### src/design/rga_pkg.sv
// shared constants and types for the fraction arithmetic block
`timescale 1ns / 1ps

package rga_pkg;

  // default operand width
  localparam int OPERAND_WIDTH_DEF = 16;

  // result field widths
  localparam int RESULT_NUM_W = 32;
  localparam int RESULT_DEN_W = 31;

  // operation codes
  typedef logic [1:0] cmd_t;
  localparam cmd_t CMD_ADD = 2'd0;
  localparam cmd_t CMD_SUB = 2'd1;
  localparam cmd_t CMD_MUL = 2'd2;
  localparam cmd_t CMD_DIV = 2'd3;

  // status codes
  localparam logic STATUS_OK       = 1'b0;
  localparam logic STATUS_DIV_ZERO = 1'b1;

endpackage

### src/design/rga_if.sv
// operand and result channel interfaces
`timescale 1ns / 1ps

interface rga_in_if #(
  parameter int OPERAND_WIDTH = rga_pkg::OPERAND_WIDTH_DEF
);
  import rga_pkg::*;

  logic                            valid;
  logic                            ready;
  cmd_t                            command;
  logic signed [OPERAND_WIDTH-1:0] left_num;
  logic        [OPERAND_WIDTH-2:0] left_den;
  logic signed [OPERAND_WIDTH-1:0] right_num;
  logic        [OPERAND_WIDTH-2:0] right_den;

  modport source (
    output valid, command, left_num, left_den, right_num, right_den,
    input  ready
  );
  modport sink (
    input  valid, command, left_num, left_den, right_num, right_den,
    output ready
  );
endinterface

interface rga_out_if;
  import rga_pkg::*;

  logic                           valid;
  logic                           ready;
  logic signed [RESULT_NUM_W-1:0] result_num;
  logic        [RESULT_DEN_W-1:0] result_den;
  logic                           status;

  modport source (
    output valid, result_num, result_den, status,
    input  ready
  );
  modport sink (
    input  valid, result_num, result_den, status,
    output ready
  );
endinterface

### src/design/rational_arith_gcd_reduce_top.sv
// Fraction add/sub/mul/div with gcd reduction on one shared iterative datapath.
// Steps: products on one shared multiplier (S_MUL0, S_MUL1, S_MUL2), a combine step
// (S_COMB), a binary gcd, then two restoring divisions by the gcd over PW bits
// (PW = 2*OPERAND_WIDTH); a zero numerator or a zero denominator goes straight
// from the combine step to the result.
// One word at a time: the next operand word is taken after the result is taken.
// Synchronous active-high reset returns the sequencer to idle with no result.
`timescale 1ns / 1ps

module rational_arith_gcd_reduce_top #(
  parameter int OPERAND_WIDTH = rga_pkg::OPERAND_WIDTH_DEF
) (
  input  logic   clk,
  input  logic   rst,
  rga_in_if.sink operands,
  rga_out_if.source result
);
  import rga_pkg::*;

  localparam int W  = OPERAND_WIDTH;
  localparam int PW = 2 * W;
  localparam int SW = $clog2(PW + 1);
  localparam int CW = $clog2(PW);
  localparam int XW = (PW > RESULT_NUM_W) ? PW : RESULT_NUM_W;

  typedef enum logic [3:0] {
    S_IDLE, S_MUL0, S_MUL1, S_MUL2, S_COMB,
    S_GSHIFT, S_GAEVEN, S_GLOOP, S_DIVN, S_DIVD, S_OUT
  } state_t;

  state_t state;

  // captured operands as sign and magnitude
  cmd_t         cmd;
  logic [W-1:0] ln;
  logic [W-1:0] rn;
  logic [W-2:0] ld;
  logic [W-2:0] rd;
  logic         ln_neg;
  logic         rn_neg;

  // products, reduced values and gcd registers
  logic [PW-1:0] t1;
  logic [PW-1:0] t2;
  logic [PW-1:0] num_mag;
  logic [PW-1:0] den_mag;
  logic          neg;
  logic [PW-1:0] ga;
  logic [PW-1:0] gb;
  logic [SW-1:0] shift;
  logic [PW-1:0] g;

  // divider registers
  logic [PW-1:0] dq;
  logic [PW-1:0] dr;
  logic [CW-1:0] cnt;

  // result registers
  logic signed [RESULT_NUM_W-1:0] res_num;
  logic        [RESULT_DEN_W-1:0] res_den;
  logic                           res_status;

  // operand magnitudes at the port
  logic         ln_in_neg;
  logic         rn_in_neg;
  logic [W-1:0] ln_in_mag;
  logic [W-1:0] rn_in_mag;

  assign ln_in_neg = operands.left_num[W-1];
  assign rn_in_neg = operands.right_num[W-1];
  assign ln_in_mag = ln_in_neg ? W'(~operands.left_num + 1'b1) : W'(operands.left_num);
  assign rn_in_mag = rn_in_neg ? W'(~operands.right_num + 1'b1) : W'(operands.right_num);

  // shared multiplier operand select
  logic [W-1:0]  ma;
  logic [W-1:0]  mb;
  logic [PW-1:0] prod;

  always_comb begin
    case (state)
      S_MUL0: begin
        ma = ln;
        mb = (cmd == CMD_MUL) ? rn : {1'b0, rd};
      end
      S_MUL1: begin
        ma = rn;
        mb = {1'b0, ld};
      end
      default: begin
        ma = {1'b0, ld};
        mb = (cmd == CMD_DIV) ? rn : {1'b0, rd};
      end
    endcase
  end

  assign prod = PW'(ma) * PW'(mb);

  // combine cross products into a signed numerator
  logic [PW-1:0] comb_num;
  logic          comb_neg;
  logic          s2;

  always_comb begin
    s2 = (cmd == CMD_SUB) ? !rn_neg : rn_neg;
    if (cmd == CMD_ADD || cmd == CMD_SUB) begin
      if (ln_neg == s2) begin
        comb_num = t1 + t2;
        comb_neg = ln_neg;
      end else if (t1 >= t2) begin
        comb_num = t1 - t2;
        comb_neg = ln_neg;
      end else begin
        comb_num = t2 - t1;
        comb_neg = s2;
      end
    end else begin
      comb_num = t1;
      comb_neg = ln_neg ^ rn_neg;
    end
  end

  // one gcd subtract step
  logic          a_gt_b;
  logic [PW-1:0] gdiff;

  assign a_gt_b = ga > gb;
  assign gdiff  = a_gt_b ? (ga - gb) : (gb - ga);

  // one restoring division step
  logic [PW:0]   trial;
  logic          div_bit;
  logic [PW-1:0] dr_next;
  logic [PW-1:0] dq_next;

  assign trial   = {dr, dq[PW-1]};
  assign div_bit = trial >= {1'b0, g};
  assign dr_next = div_bit ? PW'(trial - {1'b0, g}) : trial[PW-1:0];
  assign dq_next = {dq[PW-2:0], div_bit};

  // final sign and width fitting
  logic [XW-1:0] q_ext;
  logic [XW-1:0] q_signed;
  logic [XW-1:0] d_ext;

  assign q_ext    = XW'(num_mag);
  assign q_signed = neg ? (~q_ext + 1'b1) : q_ext;
  assign d_ext    = XW'(dq_next);

  // sequencer and datapath registers
  always_ff @(posedge clk) begin
    if (rst) begin
      state <= S_IDLE;
    end else begin
      unique case (state)
        S_IDLE: begin
          if (operands.valid) begin
            cmd    <= operands.command;
            ln     <= ln_in_mag;
            rn     <= rn_in_mag;
            ln_neg <= ln_in_neg;
            rn_neg <= rn_in_neg;
            ld     <= operands.left_den;
            rd     <= operands.right_den;
            state  <= S_MUL0;
          end
        end
        S_MUL0: begin
          t1    <= prod;
          state <= S_MUL1;
        end
        S_MUL1: begin
          t2    <= prod;
          state <= S_MUL2;
        end
        S_MUL2: begin
          den_mag <= prod;
          state   <= S_COMB;
        end
        S_COMB: begin
          num_mag <= comb_num;
          neg     <= comb_neg;
          ga      <= comb_num;
          gb      <= den_mag;
          shift   <= '0;
          if (den_mag == '0) begin
            res_num    <= '0;
            res_den    <= RESULT_DEN_W'(1);
            res_status <= STATUS_DIV_ZERO;
            state      <= S_OUT;
          end else if (comb_num == '0) begin
            res_num    <= '0;
            res_den    <= RESULT_DEN_W'(1);
            res_status <= STATUS_OK;
            state      <= S_OUT;
          end else begin
            state <= S_GSHIFT;
          end
        end
        S_GSHIFT: begin
          // strip common factors of two
          if (!ga[0] && !gb[0]) begin
            ga    <= ga >> 1;
            gb    <= gb >> 1;
            shift <= shift + 1'b1;
          end else begin
            state <= S_GAEVEN;
          end
        end
        S_GAEVEN: begin
          if (!ga[0]) begin
            ga <= ga >> 1;
          end else begin
            state <= S_GLOOP;
          end
        end
        S_GLOOP: begin
          if (gb == '0) begin
            g     <= ga << shift;
            dq    <= num_mag;
            dr    <= '0;
            cnt   <= '0;
            state <= S_DIVN;
          end else if (!gb[0]) begin
            gb <= gb >> 1;
          end else begin
            if (a_gt_b) begin
              ga <= gb;
            end
            gb <= gdiff;
          end
        end
        S_DIVN: begin
          if (cnt == CW'(PW - 1)) begin
            num_mag <= dq_next;
            dq      <= den_mag;
            dr      <= '0;
            cnt     <= '0;
            state   <= S_DIVD;
          end else begin
            cnt <= cnt + 1'b1;
            dq  <= dq_next;
            dr  <= dr_next;
          end
        end
        S_DIVD: begin
          cnt <= cnt + 1'b1;
          dq  <= dq_next;
          dr  <= dr_next;
          if (cnt == CW'(PW - 1)) begin
            res_num    <= q_signed[RESULT_NUM_W-1:0];
            res_den    <= d_ext[RESULT_DEN_W-1:0];
            res_status <= STATUS_OK;
            state      <= S_OUT;
          end
        end
        S_OUT: begin
          if (result.ready) begin
            state <= S_IDLE;
          end
        end
        default: begin
          state <= S_IDLE;
        end
      endcase
    end
  end

  // channel outputs
  assign operands.ready    = (state == S_IDLE);
  assign result.valid      = (state == S_OUT);
  assign result.result_num = res_num;
  assign result.result_den = res_den;
  assign result.status     = res_status;

`ifndef SYNTH
  // never taking a word while a result is pending
  a_no_overlap: assert property (@(posedge clk) disable iff (rst)
    operands.ready |-> !result.valid)
    else $error("operand ready while result pending");

  // an accepted word closes the input side
  a_busy_after_accept: assert property (@(posedge clk) disable iff (rst)
    (operands.valid && operands.ready) |=> !operands.ready)
    else $error("still ready after accept");

  // a good result never has a zero denominator
  a_den_nonzero: assert property (@(posedge clk) disable iff (rst)
    (result.valid && result.status == STATUS_OK) |-> result.result_den != '0)
    else $error("zero denominator in ok result");

  // error result is always 0/1
  a_err_zero_one: assert property (@(posedge clk) disable iff (rst)
    (result.valid && result.status == STATUS_DIV_ZERO) |->
      (result.result_num == '0 && result.result_den == RESULT_DEN_W'(1)))
    else $error("error result not 0/1");

  // gcd divisor is nonzero while dividing
  a_div_nonzero: assert property (@(posedge clk) disable iff (rst)
    (state == S_DIVN || state == S_DIVD) |-> g != '0)
    else $error("zero divisor in division");
`endif

endmodule

### src/flat_wrapper.sv
// flat-port wrapper written by rule: the top's interface ports become plain ports
module rational_arith_gcd_reduce_top_flat import rga_pkg::*;
#(
  parameter int OPERAND_WIDTH = rga_pkg::OPERAND_WIDTH_DEF
)
  (clk, rst, operands_valid, operands_command, operands_left_num, operands_left_den, operands_right_num, operands_right_den, operands_ready, result_valid, result_result_num, result_result_den, result_status, result_ready);
  rga_in_if #(.OPERAND_WIDTH(OPERAND_WIDTH)) operands_i ();
  rga_out_if result_i ();
  input  logic clk;
  input  logic rst;
  input wire logic [$bits(operands_i.valid)-1:0] operands_valid;
  input wire logic [$bits(operands_i.command)-1:0] operands_command;
  input wire logic [$bits(operands_i.left_num)-1:0] operands_left_num;
  input wire logic [$bits(operands_i.left_den)-1:0] operands_left_den;
  input wire logic [$bits(operands_i.right_num)-1:0] operands_right_num;
  input wire logic [$bits(operands_i.right_den)-1:0] operands_right_den;
  output wire logic [$bits(operands_i.ready)-1:0] operands_ready;
  output wire logic [$bits(result_i.valid)-1:0] result_valid;
  output wire logic [$bits(result_i.result_num)-1:0] result_result_num;
  output wire logic [$bits(result_i.result_den)-1:0] result_result_den;
  output wire logic [$bits(result_i.status)-1:0] result_status;
  input wire logic [$bits(result_i.ready)-1:0] result_ready;
  assign operands_i.valid = operands_valid;
  assign operands_i.command = operands_command;
  assign operands_i.left_num = operands_left_num;
  assign operands_i.left_den = operands_left_den;
  assign operands_i.right_num = operands_right_num;
  assign operands_i.right_den = operands_right_den;
  assign operands_ready = operands_i.ready;
  assign result_valid = result_i.valid;
  assign result_result_num = result_i.result_num;
  assign result_result_den = result_i.result_den;
  assign result_status = result_i.status;
  assign result_i.ready = result_ready;
  rational_arith_gcd_reduce_top #(.OPERAND_WIDTH(OPERAND_WIDTH)) u_core (.clk(clk), .rst(rst), .operands(operands_i), .result(result_i));
endmodule
### config.mk
export PLATFORM = sky130hd
export DESIGN_NAME = rational_arith_gcd_reduce_top_flat
export DESIGN_NICKNAME = d
export VERILOG_FILES = /design/src/design/rga_pkg.sv /design/src/design/rga_if.sv /design/src/design/rational_arith_gcd_reduce_top.sv /design/src/flat_wrapper.sv
export SDC_FILE = /design/constraint.sdc
export NUM_CORES = 2
export LEC_CHECK = 0
export BUFFER_PORTS_ARGS = -buffer_cell sky130_fd_sc_hd__clkbuf_2
export CAP_MARGIN = 15
export CORE_MARGIN = 2
export CORE_UTILIZATION = 45
export CTS_BUF_LIST = sky130_fd_sc_hd__clkbuf_16
export CTS_CLUSTER_DIAMETER = 40
export DETAILED_ROUTE_END_ITERATION = 8
export GPL_TIMING_DRIVEN = 0
export HOLD_SLACK_MARGIN = 0.08
export PLACE_DENSITY = 0.67
export SLEW_MARGIN = 25
export SYNTH_ARGS = -nofsm -noshare
export SYNTH_HDL_FRONTEND = slang
export SYNTH_SLANG_ARGS = --single-unit
### constraint.sdc
create_clock -name clk -period 14.39 [get_ports clk]
set_clock_uncertainty 0.05 [all_clocks]
set_input_delay 2.878 -clock clk [delete_from_list [all_inputs] [get_ports clk]]
set_output_delay 2.878 -clock clk [all_outputs]
set_load 0.01 [all_outputs]
==> flow_summary.toml <==
[clock_network]
cts_resized = 0
post-cts-setup-buffers = 0
cts_tree = "built"
clock_latency_ps = 640
numCtsBuffers = 69
cts_hold_buf = 0
clock_path_buffers = 3
cts.sinks = 434
htreeDepth = 3
clk_pin_slew_worst_paths_ps = 60
cts_root_buffer = "clkbuf_16"

[global_routing]
antenna_found_initial = 4
grt_use_total_pct = 28.6
overflow = 0
grt_max_degree = 48
grt_pass1_vias = 32500
grt_pass1_wl_mm = 196

[synth]
syn_nets = 4816
synth_area_leaders = "edfxtp_1 33%, fa_1 10%, ha_1 9.5%"
netlist.area_leader.share_pct = 32.8
synth_edf_count = 430
synth_flop_cell = "edfxtp_1"
syn_area_sq_mm = 0.0393
postSynthCellCount = 4248
postSynthRegisterBits = 434
synth.avg_cell_area_sq_um = 9.26
synth.distinct_cells = 107
synth_top_cell_by_area = "edfxtp_1"
async_flop_share_pct = 0
yosysWarnings = 0
ys_seq_area_share_pct = 33.0

[job]
drv_cap = 0

[route]
ant_nets = 0
wire_per_inst_um = 22.8
detail_route.vias_per_cell = 5.88
drc_errors = 0
dr.pass1.iters = 6
wl_mm = 130
vias = 33500
drtIter0Drc = 3458

[die]
initial_utilization_pct = 45.3
pin_count = 134
die-height_um = 300
core-area_sq_mm = 0.0868
rows = 108
chipWidth_um = 300
die-area_sq_mm = 0.0898

[final_layout]
nNetsFinal = 5045
area_growth_pct = 12.6
seq_area_sq_mm = 0.0130
fill_cells = 8071
drive_gt1_share_pct = 9.62
multi_input_area_sq_mm = 0.0239

[placed_design]
place_ws_ps = 2580
port-buffer-count = 133
hpwl_mm = 104
routabilityCongestion = 1.00

[worst_setup_path]
path_max_fanout = 10
critPathLaunchType = "register"
max_stage_delay_ps = 870
critPathSlowestCell = "buf_1"
worst-path-buf-inv = 9
crit_family = "buffers and inverters"
endpoint_kind = "register"
cp.required_ps = 14660
crit_path_frequent_cell = "fa_1"
critical_path_class = "reg2reg"
cp.arrival_ps = 12420

[power]
ir_drop_uv = 321
p_leak_nw = 18.9
powerDensity_mw_per_mm2 = 259

[worst_hold_path]
holdCritPathClass = "reg2reg"

[status]
outcome = "complete, no violations"

[sta]
worstMarginPinSlew_ps = 1180
period_share_pct = 84.5
setup_slack_ps = 2240
setup_violations = 0
slew_headroom_pct = 19.4
max_freq_ghz = 0.0823
fin_setup_tns_ps = 0
whs_ps = 548
slew_violations = 0
grt_setup_unrepaired = "no"
min_period_ps = 12150
hold_violations = 0
-- flip-flops by register name, indices dropped and copies added (netlist names), 2 cells and up --
| name | cells |
|---|---|
| u_core.dr | 32 |
| u_core.shift | 6 |
| u_core.t2 | 32 |
| u_core.ga | 32 |
| u_core.ln | 16 |
| u_core.den_mag | 32 |
| u_core.dq | 32 |
| u_core.gb | 32 |
| u_core.cnt | 5 |
| u_core.rn | 16 |
| u_core.rd | 15 |
| u_core.state | 4 |
| u_core.result.result_den | 31 |
| u_core.t1 | 32 |
| u_core.cmd | 2 |
| u_core.result.result_num | 32 |
| u_core.ld | 15 |
| u_core.num_mag | 32 |
| u_core.g | 32 |
-- cell usage in the layout, fill, tap and decap left out, types with 25 or more instances in the layout --
| cell | Yosys | final |
|---|---|---|
| nor2_1 | 461 | 459 |
| clkbuf_1 | 156 | 156 |
| nand4_1 | 35 | 35 |
| a31oi_1 | 28 | 28 |
| mux2i_1 | 120 | 119 |
| buf_1 | 25 | 25 |
| nor4_1 | 28 | 27 |
| o21bai_1 | 46 | 46 |
| inv_1 | 456 | 460 |
| xor2_1 | 72 | 72 |
| and2_1 | 38 | 38 |
| and3_1 | 53 | 53 |
| a21o_1 | 67 | 66 |
| clkbuf_2 | 1 | 134 |
| a22oi_1 | 50 | 50 |
| fa_1 | 200 | 200 |
| a211oi_1 | 47 | 41 |
| a221oi_1 | 31 | 29 |
| buf_2 | 20 | 27 |
| o31ai_1 | 36 | 36 |
| nand2b_1 | 29 | 29 |
| clkbuf_16 | 0 | 69 |
| edfxtp_1 | 430 | 430 |
| nor3_1 | 65 | 62 |
| nand3_1 | 55 | 55 |
| xnor2_1 | 109 | 109 |
| ha_1 | 300 | 300 |
| o21ai_0 | 190 | 188 |
| nand2_1 | 395 | 395 |
| nor2b_1 | 40 | 39 |
| a21oi_1 | 308 | 307 |
| or3_1 | 25 | 25 |
-- layout make-up --
cell class                 count  area share, %
antenna                        8         0.0452
buffer                       215           2.02
clock buffer                  69           3.90
clock inverter                56           1.39
inverter                     458           3.88
multi-input combinational   3141           53.9
sequential                   434           29.3
tap                         1155           3.26
timing repair buffer         158           2.24
-- per-layer routing --
metal,vias up,share of wire (%),wire [um],GRT usage [%]
li1,15400,-,-,-
met1,16000,41,53300,37.2
met2,1628,44,57600,45.4
met3,364,9.1,11800,6.25
met4,2,5.4,6970,13.9
met5,-,0.010,13,0.423
-- power by group --
part           total, mW  switching [mW]  internal, mW  leakage, nW
combinational       7.34            4.71          2.64         13.8
clock               1.69           0.665          1.03         1.14
sequential          2.42           0.126          2.30         3.96
total               11.5            5.50          5.96         18.9
-- stage by stage --
step | power (mW) | instance area, sq um | std cells | util [%]
3_3_place_gp | 9.50 | 41400 | 5536 | 47.8
2_1_floorplan | 7.37 | 39300 | 4248 | -
3_5_place_dp | 9.68 | 41900 | 5561 | 48.3
4_1_cts | 11.4 | 44300 | 5686 | 51.0
5_1_grt | 12.2 | 44300 | 5687 | 51.0
6_report | 11.5 | 44300 | 5694 | 51.0
-- kinds of logic after synthesis --
kind of cell / synth area share (%)
AO/OA/AOI/OAI: 16.6
XOR/XNOR: 4.03
adder cells (fa/ha/maj): 19.7
buffers and inverters: 6.64
flip-flops: 33.0
multiplexers: 4.91
AND/OR/NAND/NOR: 15.0
-- Yosys cell counts, types with 31 or more instances --
| cell | instances |
|---|---|
| and3_1 | 53 |
| nor2b_1 | 40 |
| a221oi_1 | 31 |
| nand2_1 | 395 |
| and2_1 | 38 |
| a21o_1 | 67 |
| xnor2_1 | 109 |
| o21bai_1 | 46 |
| a22oi_1 | 50 |
| ha_1 | 300 |
| inv_1 | 456 |
| xor2_1 | 72 |
| nor2_1 | 461 |
| mux2i_1 | 120 |
| nand3_1 | 55 |
| edfxtp_1 | 430 |
| a211oi_1 | 47 |
| fa_1 | 200 |
| nor3_1 | 65 |
| clkbuf_1 | 156 |
| o21ai_0 | 190 |
| nand4_1 | 35 |
| o31ai_1 | 36 |
| a21oi_1 | 308 |
-- worst paths after layout --
check / slack (ps) / end / cells after the start / startpoint
worst max-delay path: 2240 / u_core.t1[31]$_DFFE_PP_ / 31 / u_core.cmd[1]$_DFFE_PP_
worst min-delay path: 550 / u_core.dr[2]$_SDFFCE_PP0P_ / 2 / u_core.dr[1]$_SDFFCE_PP0P_
worst max register to register: 2240 / u_core.t1[31]$_DFFE_PP_ / 31 / u_core.cmd[1]$_DFFE_PP_
worst min register to register: 550 / u_core.dr[2]$_SDFFCE_PP0P_ / 2 / u_core.dr[1]$_SDFFCE_PP0P_
-- worst register-to-register path, delay by kind of cell, from the launching register on --
family / cells / cell delay (ps)
AOI/OAI and AO/OA: 11 / 2270
xor gates and xnor gates: 1 / 400
adders and majority gates: 7 / 3140
buffers and inverters: 9 / 4620
DFF: 1 / 310
and+or+nand+nor: 3 / 1050
(Power assumes the default switching activity.)
